`config.mk`:
```
export PLATFORM = sky130hd
export DESIGN_NAME = epoch_parameter_tuner_with_retreat_unit_flat
export DESIGN_NICKNAME = d
export VERILOG_FILES = /design/src/rtl/ept_pkg.sv /design/src/rtl/ept_channels.sv /design/src/rtl/epoch_parameter_tuner_with_retreat_unit.sv /design/src/flat_wrapper.sv
export SDC_FILE = /design/constraint.sdc
export NUM_CORES = 2
export LEC_CHECK = 0
export BUFFER_PORTS_ARGS = -buffer_cell sky130_fd_sc_hd__clkbuf_2
export CORE_MARGIN = 8
export CORE_UTILIZATION = 50
export CTS_CLUSTER_DIAMETER = 60
export CTS_CLUSTER_SIZE = 14
export DETAILED_ROUTE_END_ITERATION = 6
export PLACE_DENSITY = 0.75
export SYNTH_ARGS = -nofsm -noshare
export SYNTH_HDL_FRONTEND = slang
export SYNTH_SLANG_ARGS = --single-unit
```
`constraint.sdc`:
```
create_clock -name clk -period 15.7 [get_ports clk]
set_input_delay 1.57 -clock clk [delete_from_list [all_inputs] [get_ports clk]]
set_output_delay 1.57 -clock clk [all_outputs]
set_load 0.05 [all_outputs]
```
`src/rtl/ept_pkg.sv`:
```
// ----------------------------------------------------------------------------
// ept_pkg
// Shared widths, codes and types of the epoch parameter tuner with retreat.
// ----------------------------------------------------------------------------
`default_nettype none

package ept_pkg;

	localparam int TIME_W     = 48;
	localparam int COUNT_W    = 32;
	localparam int FRAC_W     = 16;
	localparam int PROD_W     = COUNT_W + FRAC_W;
	localparam int EPOCH_W    = 24;
	localparam int MEAS_W     = 8;
	localparam int RETR_W     = 3;
	localparam int TOTAL_W    = 32;
	localparam int CFG_DATA_W = 24;
	localparam int CFG_IDX_W  = 3;
	localparam int MODE_W     = 2;
	localparam int CMD_W      = 3;
	localparam int CTRL_W     = 3;

	typedef logic [CFG_IDX_W-1:0] cfg_idx_t;

	localparam cfg_idx_t CFG_EPOCH_LENGTH    = 3'd0;
	localparam cfg_idx_t CFG_RETREAT_START   = 3'd1;
	localparam cfg_idx_t CFG_RETREAT_END     = 3'd2;
	localparam cfg_idx_t CFG_EMERGENCY_START = 3'd3;
	localparam cfg_idx_t CFG_INIT_MEAS       = 3'd4;
	localparam cfg_idx_t CFG_RETREAT_MEAS    = 3'd5;
	localparam cfg_idx_t CFG_MAX_RETREATS    = 3'd6;

	localparam logic [EPOCH_W-1:0] EPOCH_LENGTH_RST    = 24'd1000;
	localparam logic [FRAC_W-1:0]  RETREAT_START_RST   = 16'd22938;
	localparam logic [FRAC_W-1:0]  RETREAT_END_RST     = 16'd39322;
	localparam logic [FRAC_W-1:0]  EMERGENCY_START_RST = 16'd16384;
	localparam logic [MEAS_W-1:0]  INIT_MEAS_RST       = 8'd4;
	localparam logic [MEAS_W-1:0]  RETREAT_MEAS_RST    = 8'd4;
	localparam logic [RETR_W-1:0]  MAX_RETREATS_RST    = 3'd5;

	localparam logic [MODE_W-1:0] MODE_POLL       = 2'd0;
	localparam logic [MODE_W-1:0] MODE_ACTIVATE   = 2'd1;
	localparam logic [MODE_W-1:0] MODE_DEACTIVATE = 2'd2;

	localparam logic [CMD_W-1:0] CMD_NONE       = 3'd0;
	localparam logic [CMD_W-1:0] CMD_NEW_TARGET = 3'd1;
	localparam logic [CMD_W-1:0] CMD_ADVANCE    = 3'd2;
	localparam logic [CMD_W-1:0] CMD_REVERT     = 3'd3;
	localparam logic [CMD_W-1:0] CMD_RESTORE    = 3'd4;

	localparam logic [CTRL_W-1:0] CTRL_OFF     = 3'd0;
	localparam logic [CTRL_W-1:0] CTRL_INIT    = 3'd1;
	localparam logic [CTRL_W-1:0] CTRL_FIND    = 3'd2;
	localparam logic [CTRL_W-1:0] CTRL_EPOCH   = 3'd3;
	localparam logic [CTRL_W-1:0] CTRL_RETREAT = 3'd4;
	localparam logic [CTRL_W-1:0] CTRL_EMERG   = 3'd5;

	localparam logic [RETR_W-1:0] RETR_MAX = '1;

	typedef struct packed {
		logic [MODE_W-1:0]  mode;
		logic [TIME_W-1:0]  sim_timestep;
		logic [COUNT_W-1:0] active_count;
		logic               target_reached;
	} poll_item_t;

endpackage

`default_nettype wire

```
`src/rtl/ept_channels.sv`:
```
// ----------------------------------------------------------------------------
// ept channels
// Valid/ready channel interfaces for poll requests and results.
// ----------------------------------------------------------------------------
`default_nettype none

interface ept_poll_if;
	import ept_pkg::*;

	logic                valid;
	logic                ready;
	logic [MODE_W-1:0]   mode;
	logic [TIME_W-1:0]   sim_timestep;
	logic [COUNT_W-1:0]  active_count;
	logic                target_reached;

	modport source (output valid, mode, sim_timestep, active_count, target_reached,
		input ready);
	modport sink (input valid, mode, sim_timestep, active_count, target_reached,
		output ready);
endinterface

interface ept_result_if;
	import ept_pkg::*;

	logic               valid;
	logic               ready;
	logic [CMD_W-1:0]   command;
	logic [CTRL_W-1:0]  ctrl_mode;
	logic               measured;
	logic [RETR_W-1:0]  retreat_count;

	modport source (output valid, command, ctrl_mode, measured, retreat_count,
		input ready);
	modport sink (input valid, command, ctrl_mode, measured, retreat_count,
		output ready);
endinterface

`default_nettype wire

```
`src/rtl/epoch_parameter_tuner_with_retreat_unit.sv`:
```
// ----------------------------------------------------------------------------
// epoch_parameter_tuner_with_retreat_unit
// Supervisory controller: epoch accumulation of timesteps, measurement-driven
// phase machine with retreat and emergency thresholds, one command per poll.
// ----------------------------------------------------------------------------
//  channel   dir  handshake      payload
//  poll      in   valid/ready    mode, sim_timestep, active_count, target_reached
//  result    out  valid/ready    command, ctrl_mode, measured, retreat_count
//  cfg       in   cfg_we only    cfg_idx, cfg_wdata
//
//  one request per cycle sustained while the result is not stalled; a poll reaches
//  result through the input register, then accumulate/compare/update into the result register
//  threshold products reference*fraction are registered in the cycle after the
//  reference or a fraction register changes
//  asynchronous reset puts the controller off with all counters at zero
//  a stalled result holds the input register, which then holds poll.ready low
// ----------------------------------------------------------------------------
`default_nettype none

module epoch_parameter_tuner_with_retreat_unit (
	input  wire logic                        clk,
	input  wire logic                        arst_n,
	input  wire logic                        cfg_we,
	input  wire ept_pkg::cfg_idx_t           cfg_idx,
	input  wire logic [ept_pkg::CFG_DATA_W-1:0] cfg_wdata,
	ept_poll_if.sink                         poll,
	ept_result_if.source                     result
);
	import ept_pkg::*;

	typedef enum logic [CTRL_W-1:0] {
		PH_OFF     = CTRL_OFF,
		PH_INIT    = CTRL_INIT,
		PH_FIND    = CTRL_FIND,
		PH_EPOCH   = CTRL_EPOCH,
		PH_RETREAT = CTRL_RETREAT,
		PH_EMERG   = CTRL_EMERG
	} phase_t;

	// configuration
	logic [EPOCH_W-1:0] epoch_len_q;
	logic [FRAC_W-1:0]  rs_q16_q;
	logic [FRAC_W-1:0]  re_q16_q;
	logic [FRAC_W-1:0]  es_q16_q;
	logic [MEAS_W-1:0]  init_meas_q;
	logic [MEAS_W-1:0]  ret_meas_q;
	logic [RETR_W-1:0]  max_ret_q;

	// controller state
	phase_t             phase_q, phase_d;
	logic [TIME_W-1:0]  last_time_q, last_time_d;
	logic               last_valid_q, last_valid_d;
	logic [TIME_W-1:0]  acc_q, acc_d;
	logic [TOTAL_W-1:0] total_q, total_d;
	logic [TOTAL_W-1:0] mark_q, mark_d;
	logic [RETR_W-1:0]  retreats_q, retreats_d;
	logic [COUNT_W-1:0] ref_q, ref_d;

	// threshold products
	logic [PROD_W-1:0]  thr_rs_q;
	logic [PROD_W-1:0]  thr_re_q;
	logic [PROD_W-1:0]  thr_es_q;

	// pipeline
	logic               valid_s1;
	poll_item_t         item_s1;
	logic               out_valid_q;
	logic [CMD_W-1:0]   command_q;
	logic [CTRL_W-1:0]  ctrl_mode_q;
	logic               measured_q;
	logic [RETR_W-1:0]  retreat_count_q;

	logic               advance;
	logic [CMD_W-1:0]   cmd;
	logic               fired;
	logic [TIME_W-1:0]  diff;
	logic [TIME_W:0]    sum;
	logic [TIME_W-1:0]  acc_sat;
	logic               over;
	logic [TOTAL_W-1:0] total_inc;
	logic [PROD_W-1:0]  active_sh;
	logic               below_rs;
	logic               below_es;
	logic               above_re;
	logic               mark_done;

	assign advance    = valid_s1 && (!out_valid_q || result.ready);
	assign poll.ready = !valid_s1 || advance;

	assign result.valid         = out_valid_q;
	assign result.command       = command_q;
	assign result.ctrl_mode     = ctrl_mode_q;
	assign result.measured      = measured_q;
	assign result.retreat_count = retreat_count_q;

	always_comb begin
		diff      = item_s1.sim_timestep - last_time_q;
		sum       = {1'b0, acc_q} + {1'b0, diff};
		acc_sat   = sum[TIME_W] ? {TIME_W{1'b1}} : sum[TIME_W-1:0];
		over      = acc_sat > TIME_W'(epoch_len_q);
		total_inc = (total_q == {TOTAL_W{1'b1}}) ? total_q : total_q + 1'b1;
		active_sh = {item_s1.active_count, {FRAC_W{1'b0}}};
		below_rs  = active_sh < thr_rs_q;
		below_es  = active_sh < thr_es_q;
		above_re  = active_sh > thr_re_q;
		mark_done = ({1'b0, mark_q} + (TOTAL_W+1)'(ret_meas_q)) < {1'b0, total_inc};

		phase_d      = phase_q;
		last_time_d  = last_time_q;
		last_valid_d = last_valid_q;
		acc_d        = acc_q;
		total_d      = total_q;
		mark_d       = mark_q;
		retreats_d   = retreats_q;
		ref_d        = ref_q;
		cmd          = CMD_NONE;
		fired        = 1'b0;

		case (item_s1.mode)
			MODE_ACTIVATE: begin
				phase_d      = PH_INIT;
				retreats_d   = '0;
				last_valid_d = 1'b0;
				last_time_d  = '0;
				acc_d        = '0;
				total_d      = '0;
				mark_d       = '0;
			end
			MODE_DEACTIVATE: begin
				phase_d = PH_OFF;
			end
			MODE_POLL: begin
				if (phase_q != PH_OFF) begin
					// backward steps only reload the last timestep
					if (last_valid_q && last_time_q <= item_s1.sim_timestep) begin
						acc_d = acc_sat;
						if (over) begin
							fired   = 1'b1;
							acc_d   = acc_sat - TIME_W'(epoch_len_q);
							total_d = total_inc;
							case (phase_q)
								PH_INIT: begin
									if (total_inc == TOTAL_W'(init_meas_q)) begin
										ref_d   = item_s1.active_count;
										phase_d = PH_FIND;
									end
								end
								PH_FIND: begin
									cmd        = CMD_NEW_TARGET;
									retreats_d = '0;
									phase_d    = PH_EPOCH;
								end
								PH_EPOCH: begin
									if (below_rs) begin
										if (retreats_q != RETR_MAX)
											retreats_d = retreats_q + 1'b1;
										phase_d = PH_RETREAT;
										cmd     = CMD_REVERT;
										mark_d  = total_inc;
									end else begin
										cmd = CMD_ADVANCE;
										if (item_s1.target_reached)
											phase_d = PH_FIND;
									end
								end
								PH_RETREAT: begin
									if (below_es) begin
										phase_d = PH_EMERG;
										cmd     = CMD_RESTORE;
									end
									// end check may still override the emergency phase
									if (above_re || mark_done)
										phase_d = (retreats_q >= max_ret_q) ? PH_FIND : PH_EPOCH;
								end
								PH_EMERG: begin
									if (above_re)
										phase_d = PH_FIND;
								end
								default: ;
							endcase
						end
					end
					last_time_d  = item_s1.sim_timestep;
					last_valid_d = 1'b1;
				end
			end
			default: ;
		endcase
	end

	always_ff @(posedge clk or negedge arst_n) begin
		if (!arst_n) begin
			epoch_len_q  <= EPOCH_LENGTH_RST;
			rs_q16_q     <= RETREAT_START_RST;
			re_q16_q     <= RETREAT_END_RST;
			es_q16_q     <= EMERGENCY_START_RST;
			init_meas_q  <= INIT_MEAS_RST;
			ret_meas_q   <= RETREAT_MEAS_RST;
			max_ret_q    <= MAX_RETREATS_RST;
			phase_q      <= PH_OFF;
			last_time_q  <= '0;
			last_valid_q <= 1'b0;
			acc_q        <= '0;
			total_q      <= '0;
			mark_q       <= '0;
			retreats_q   <= '0;
			ref_q        <= '0;
			thr_rs_q     <= '0;
			thr_re_q     <= '0;
			thr_es_q     <= '0;
			valid_s1     <= 1'b0;
			out_valid_q  <= 1'b0;
		end else begin
			thr_rs_q <= PROD_W'(ref_q) * PROD_W'(rs_q16_q);
			thr_re_q <= PROD_W'(ref_q) * PROD_W'(re_q16_q);
			thr_es_q <= PROD_W'(ref_q) * PROD_W'(es_q16_q);

			if (poll.ready)
				valid_s1 <= poll.valid;

			// an epoch length write clears the accumulator
			if (cfg_we && cfg_idx == CFG_EPOCH_LENGTH)
				acc_q <= '0;
			else if (advance)
				acc_q <= acc_d;

			if (advance) begin
				phase_q      <= phase_d;
				last_time_q  <= last_time_d;
				last_valid_q <= last_valid_d;
				total_q      <= total_d;
				mark_q       <= mark_d;
				retreats_q   <= retreats_d;
				ref_q        <= ref_d;
				out_valid_q  <= 1'b1;
			end else if (result.ready) begin
				out_valid_q <= 1'b0;
			end

			if (cfg_we) begin
				case (cfg_idx)
					CFG_EPOCH_LENGTH:    epoch_len_q <= cfg_wdata[EPOCH_W-1:0];
					CFG_RETREAT_START:   rs_q16_q    <= cfg_wdata[FRAC_W-1:0];
					CFG_RETREAT_END:     re_q16_q    <= cfg_wdata[FRAC_W-1:0];
					CFG_EMERGENCY_START: es_q16_q    <= cfg_wdata[FRAC_W-1:0];
					CFG_INIT_MEAS:       init_meas_q <= cfg_wdata[MEAS_W-1:0];
					CFG_RETREAT_MEAS:    ret_meas_q  <= cfg_wdata[MEAS_W-1:0];
					CFG_MAX_RETREATS:    max_ret_q   <= cfg_wdata[RETR_W-1:0];
					default: ;
				endcase
			end
		end
	end

	// payload registers
	always_ff @(posedge clk) begin
		if (poll.ready && poll.valid) begin
			item_s1.mode           <= poll.mode;
			item_s1.sim_timestep   <= poll.sim_timestep;
			item_s1.active_count   <= poll.active_count;
			item_s1.target_reached <= poll.target_reached;
		end
		if (advance) begin
			command_q       <= cmd;
			ctrl_mode_q     <= phase_d;
			measured_q      <= fired;
			retreat_count_q <= retreats_d;
		end
	end

endmodule

`default_nettype wire

```
`src/flat_wrapper.sv`:
```
// flat-port wrapper written by rule: the top's interface ports become plain ports
module epoch_parameter_tuner_with_retreat_unit_flat import ept_pkg::*;
  (clk, arst_n, cfg_we, cfg_idx, cfg_wdata, poll_valid, poll_mode, poll_sim_timestep, poll_active_count, poll_target_reached, poll_ready, result_valid, result_command, result_ctrl_mode, result_measured, result_retreat_count, result_ready);
  ept_poll_if poll_i ();
  ept_result_if result_i ();
  input  wire logic clk;
  input  wire logic arst_n;
  input  wire logic cfg_we;
  input  wire ept_pkg::cfg_idx_t cfg_idx;
  input  wire logic [ept_pkg::CFG_DATA_W-1:0] cfg_wdata;
  input wire logic [$bits(poll_i.valid)-1:0] poll_valid;
  input wire logic [$bits(poll_i.mode)-1:0] poll_mode;
  input wire logic [$bits(poll_i.sim_timestep)-1:0] poll_sim_timestep;
  input wire logic [$bits(poll_i.active_count)-1:0] poll_active_count;
  input wire logic [$bits(poll_i.target_reached)-1:0] poll_target_reached;
  output wire logic [$bits(poll_i.ready)-1:0] poll_ready;
  output wire logic [$bits(result_i.valid)-1:0] result_valid;
  output wire logic [$bits(result_i.command)-1:0] result_command;
  output wire logic [$bits(result_i.ctrl_mode)-1:0] result_ctrl_mode;
  output wire logic [$bits(result_i.measured)-1:0] result_measured;
  output wire logic [$bits(result_i.retreat_count)-1:0] result_retreat_count;
  input wire logic [$bits(result_i.ready)-1:0] result_ready;
  assign poll_i.valid = poll_valid;
  assign poll_i.mode = poll_mode;
  assign poll_i.sim_timestep = poll_sim_timestep;
  assign poll_i.active_count = poll_active_count;
  assign poll_i.target_reached = poll_target_reached;
  assign poll_ready = poll_i.ready;
  assign result_valid = result_i.valid;
  assign result_command = result_i.command;
  assign result_ctrl_mode = result_i.ctrl_mode;
  assign result_measured = result_i.measured;
  assign result_retreat_count = result_i.retreat_count;
  assign result_i.ready = result_ready;
  epoch_parameter_tuner_with_retreat_unit u_core (.clk(clk), .arst_n(arst_n), .cfg_we(cfg_we), .cfg_idx(cfg_idx), .cfg_wdata(cfg_wdata), .poll(poll_i), .result(result_i));
endmodule
```
==> qor.yml <==
hp-start: "u_core.valid_s1$_DFFE_PN0N_"
swShare_pct: 43.8
grt_max_degree: 131
slew_headroom_pct: 17.1
clock_skew_ns: 0.0430
vias: 60000
fin_crit_ns: 10.64
synth_ff_type: "dfrtp_1"
fin_cells: 10400
whs_path_depth: 1
synth_edf_count: 93
p_clk_share_pct: 26.0
peakVddDrop_mv: 0.0858
p_int_mw: 3.63
cp_common_cell: "a21oi_1"
nets: 10300
hp-class: "flip-flop to flip-flop"
setup-tns-final_ns: 0
syn-num-nets: 10400
post_synth_instance_area_um2: 78000
hold_buffers: 0
cp_max_fo: 32
post_route_cells_drive_above_1_share_pct: 6.44
grt_pass1_vias: 63800
cp.arrival_ns: 11.19
sequentialPowerShare_pct: 28.3
required_ns: 16.26
leakage_nw: 37.1
antenna_found_initial: 4
crit_path_end_kind: "flip-flop"
drt-total-wl_um: 207000
setup_viol: 0
ys_warn_count: 0
max_cap_viol_count: 0
min_to: "u_core.result.valid$_DFFE_PN0P_"
clock_latency_ns: 0.70
critPathKind: "flip-flop to flip-flop"
cts_sinks: 529
dp_hpwl_um: 157000
place_inst: 10300
switching_power_mw: 2.84
drc_errors: 0
rows: 145
syn_area_per_cell_um2: 9.25
drv_slew: 0
wire_per_inst_um: 19.9
io_pins: 127
ant_nets: 0
tritoncts: "done"
die_h_um: 411
hold_viol: 0
cts_setup_buffers: 0
async_flop_share_pct: 82.4
synth_top_area_cell: "fa_1"
gp_congestion: 0.939
power.density_nw_per_um2: 78.2
cp-start-kind: "flip-flop"
clk_pin_slew_worst_paths_ns: 0.07
n_fill_cell: 13800
ys_ff_latch: 529
ff2ff_setup_slack_ns: 5.06
status: "finished clean"
portBuffers: 126
synth_seq_area_share_pct: 17.6
coreArea_um2: 156000
root_buffer: "clkbuf_16"
tightest_slew_ns: 1.24
rsz0062_at_grt: "false"
via_per_inst: 5.76
die-area_um2: 169000
hold-worst-slack_ns: 0.491
ff_latch_area_um2: 13700
pwr-share-comb_pct: 45.7
r2r-start: "u_core.item_s1[33]$_DFFE_PP_"
period_share_pct: 67.8
reg2reg_to: "u_core.ref_q[31]$_DFFE_PN0P_"
grt_first_pass_wirelength_um: 338000
drtIter0Drc: 4911
initial_core_util_pct: 50.1
dieWidth_um: 411
max_stage_delay_ns: 1.02
crit_slowest_cell: "and3_2"
r2r.worst_path.cells: 40
synth.top_cell.area_share_pct: 32.3
multi_input_area_um2: 57300
area_growth_pct: 6.05
dr.pass1.iters: 6
cts_buffer_depth: 3
gr-total-overflow: 0
cts-resized-gates: 0
max_freq_ghz: 0.0940
grt_usage_pct: 24.7
synth_cell_type_count: 98
synthTopCellsByArea: "fa_1 (32%), dfrtp_1 (13%), ha_1 (9.9%), inv_1 (6.8%), nand2_1 (6.6%)"
syn_inst: 8432
cts_max_level: 3
numCtsBuffers: 70
synthesized netlist by cell type (13+ instances only):
| cell type | n |
|---|---|
| edfxtp_1 | 93 |
| mux2i_1 | 26 |
| xnor2_1 | 197 |
| a211o_1 | 16 |
| nand4_1 | 93 |
| a211oi_1 | 34 |
| and4_1 | 22 |
| nand2_1 | 1380 |
| a31oi_1 | 25 |
| inv_1 | 1409 |
| a21o_1 | 206 |
| and2_1 | 461 |
| fa_1 | 1258 |
| a32o_1 | 13 |
| dfrtp_1 | 409 |
| mux2_2 | 72 |
| clkbuf_1 | 389 |
| xor2_1 | 94 |
| or3_1 | 18 |
| a22o_1 | 65 |
| o2bb2ai_1 | 53 |
| o21ai_0 | 203 |
| nor4_1 | 31 |
| a21oi_1 | 275 |
| dfstp_2 | 27 |
| nor2_1 | 229 |
| o21bai_1 | 41 |
| and3_1 | 46 |
| nand3_1 | 89 |
| nand2b_1 | 47 |
| ha_1 | 620 |
| mux2_4 | 30 |
| nor2b_1 | 43 |
| buf_2 | 23 |
| o31ai_1 | 16 |
| a2111oi_0 | 13 |
| nor3_1 | 65 |
| o211ai_1 | 23 |
| o21a_1 | 51 |
metrics by stage:
step                utilization, %  cell area, µm²  total power, mW  worst slack, ns
floorplan                        -           78000             3.90             7.14
global placement              51.6           80300             4.68             5.35
detailed placement            51.6           80300             4.76             5.33
CTS                           53.1           82700             6.47             5.29
global route                  53.1           82700             6.90             4.41
finish                        53.1           82700             6.47             5.06
cells by family after synthesis:
kind of cell,synth area share [%]
buffers and inverters,8.95
muxes,1.95
adders and majority gates,42.2
and+or+nand+nor,15.4
xor gates and xnor gates,3.27
DFF,17.6
AOI/OAI and AO/OA,10.6
routing by layer:
layer / track usage, % / part of all wire, % / up-vias
met1: 32.1 / 40 / 30500
met4: 11.5 / 5.3 / 2
li1: - / - / 26600
met5: 0 / 0.0063 / -
met3: 4.46 / 7.6 / 548
met2: 40.2 / 47 / 2385
cells in the final DEF (no fill, tap or decap), types with 27 or more instances in the layout:
cell / n
a211oi_1: 34
a21o_1: 206
a21oi_1: 275
a22o_1: 65
and2_1: 460
and3_1: 45
buf_4: 92
clkbuf_16: 70
clkbuf_2: 125
dfrtp_1: 399
dfstp_2: 27
edfxtp_1: 93
fa_1: 1258
ha_1: 620
inv_1: 1409
mux2_2: 72
mux2_4: 30
nand2_1: 1380
nand2b_1: 47
nand3_1: 89
nand4_1: 93
nor2_1: 228
nor2b_1: 43
nor3_1: 63
nor4_1: 30
o21a_1: 51
o21ai_0: 203
o21bai_1: 41
o2bb2ai_1: 53
xnor2_1: 197
xor2_1: 94
critical path: cells and delay by family, from the launching register on:
family | cells | cell delay, ns
buffers and inverters | 5 | 0.68
AND/OR/NAND/NOR | 10 | 3.30
multiplexers | 1 | 0.42
flip-flops | 1 | 0.36
AO/OA/AOI/OAI | 19 | 4.01
adder cells (fa/ha/maj) | 5 | 1.63
layout make-up:
cell class	count	area share, %
well taps	2058	3.11
clock inverters	49	0.743
inverters	1409	6.39
multi-input cells	6065	69.3
diodes	1	0.00303
flip-flops and latches	529	16.6
clock buffers	80	2.18
repair buffers	219	1.63
power by group through the flow:
| stage | Sequential (mW) | Combinational, mW | Clock (mW) |
|---|---|---|---|
| after global routing | 1.85 | 3.28 | 1.77 |
| after detailed placement | 1.84 | 2.91 | 0 |
| after global placement | 1.84 | 2.84 | 0 |
| final | 1.83 | 2.96 | 1.69 |
| after floorplan | 1.69 | 2.21 | 0 |
| after CTS | 1.82 | 2.93 | 1.72 |
flip-flops by register name, indices dropped and copies added (netlist names), 8 cells and up:
| signal | count |
|---|---|
| u_core.thr_rs_q | 48 |
| u_core.last_time_q | 48 |
| u_core.rs_q16_q | 16 |
| u_core.ret_meas_q | 8 |
| u_core.thr_es_q | 48 |
| u_core.re_q16_q | 16 |
| u_core.item_s1 | 51 |
| u_core.es_q16_q | 16 |
| u_core.thr_re_q | 48 |
| u_core.epoch_len_q | 24 |
| u_core.total_q | 32 |
| u_core.ref_q | 32 |
| u_core.acc_q | 48 |
| u_core.mark_q | 32 |
| u_core.active_sh | 32 |
| u_core.init_meas_q | 8 |
how the worst max path moves through the flow:
stage | slack [ns] | from | end | depth (start not counted)
after floorplan | 7.14 | u_core.item_s1[33]$_DFFE_PP_ | u_core.acc_q[47]$_DFFE_PN0P_ | 38
after global placement | 5.35 | u_core.item_s1[33]$_DFFE_PP_ | u_core.ref_q[31]$_DFFE_PN0P_ | 39
after detailed placement | 5.33 | u_core.item_s1[33]$_DFFE_PP_ | u_core.ref_q[0]$_DFFE_PN0P_ | 39
after CTS | 5.29 | u_core.item_s1[33]$_DFFE_PP_ | u_core.ref_q[0]$_DFFE_PN0P_ | 39
after global routing | 4.41 | u_core.item_s1[33]$_DFFE_PP_ | u_core.mark_q[21]$_DFFE_PN0P_ | 39
final | 5.06 | u_core.item_s1[33]$_DFFE_PP_ | u_core.ref_q[31]$_DFFE_PN0P_ | 40
No activity file was read; power rests on OpenSTA's default activity.
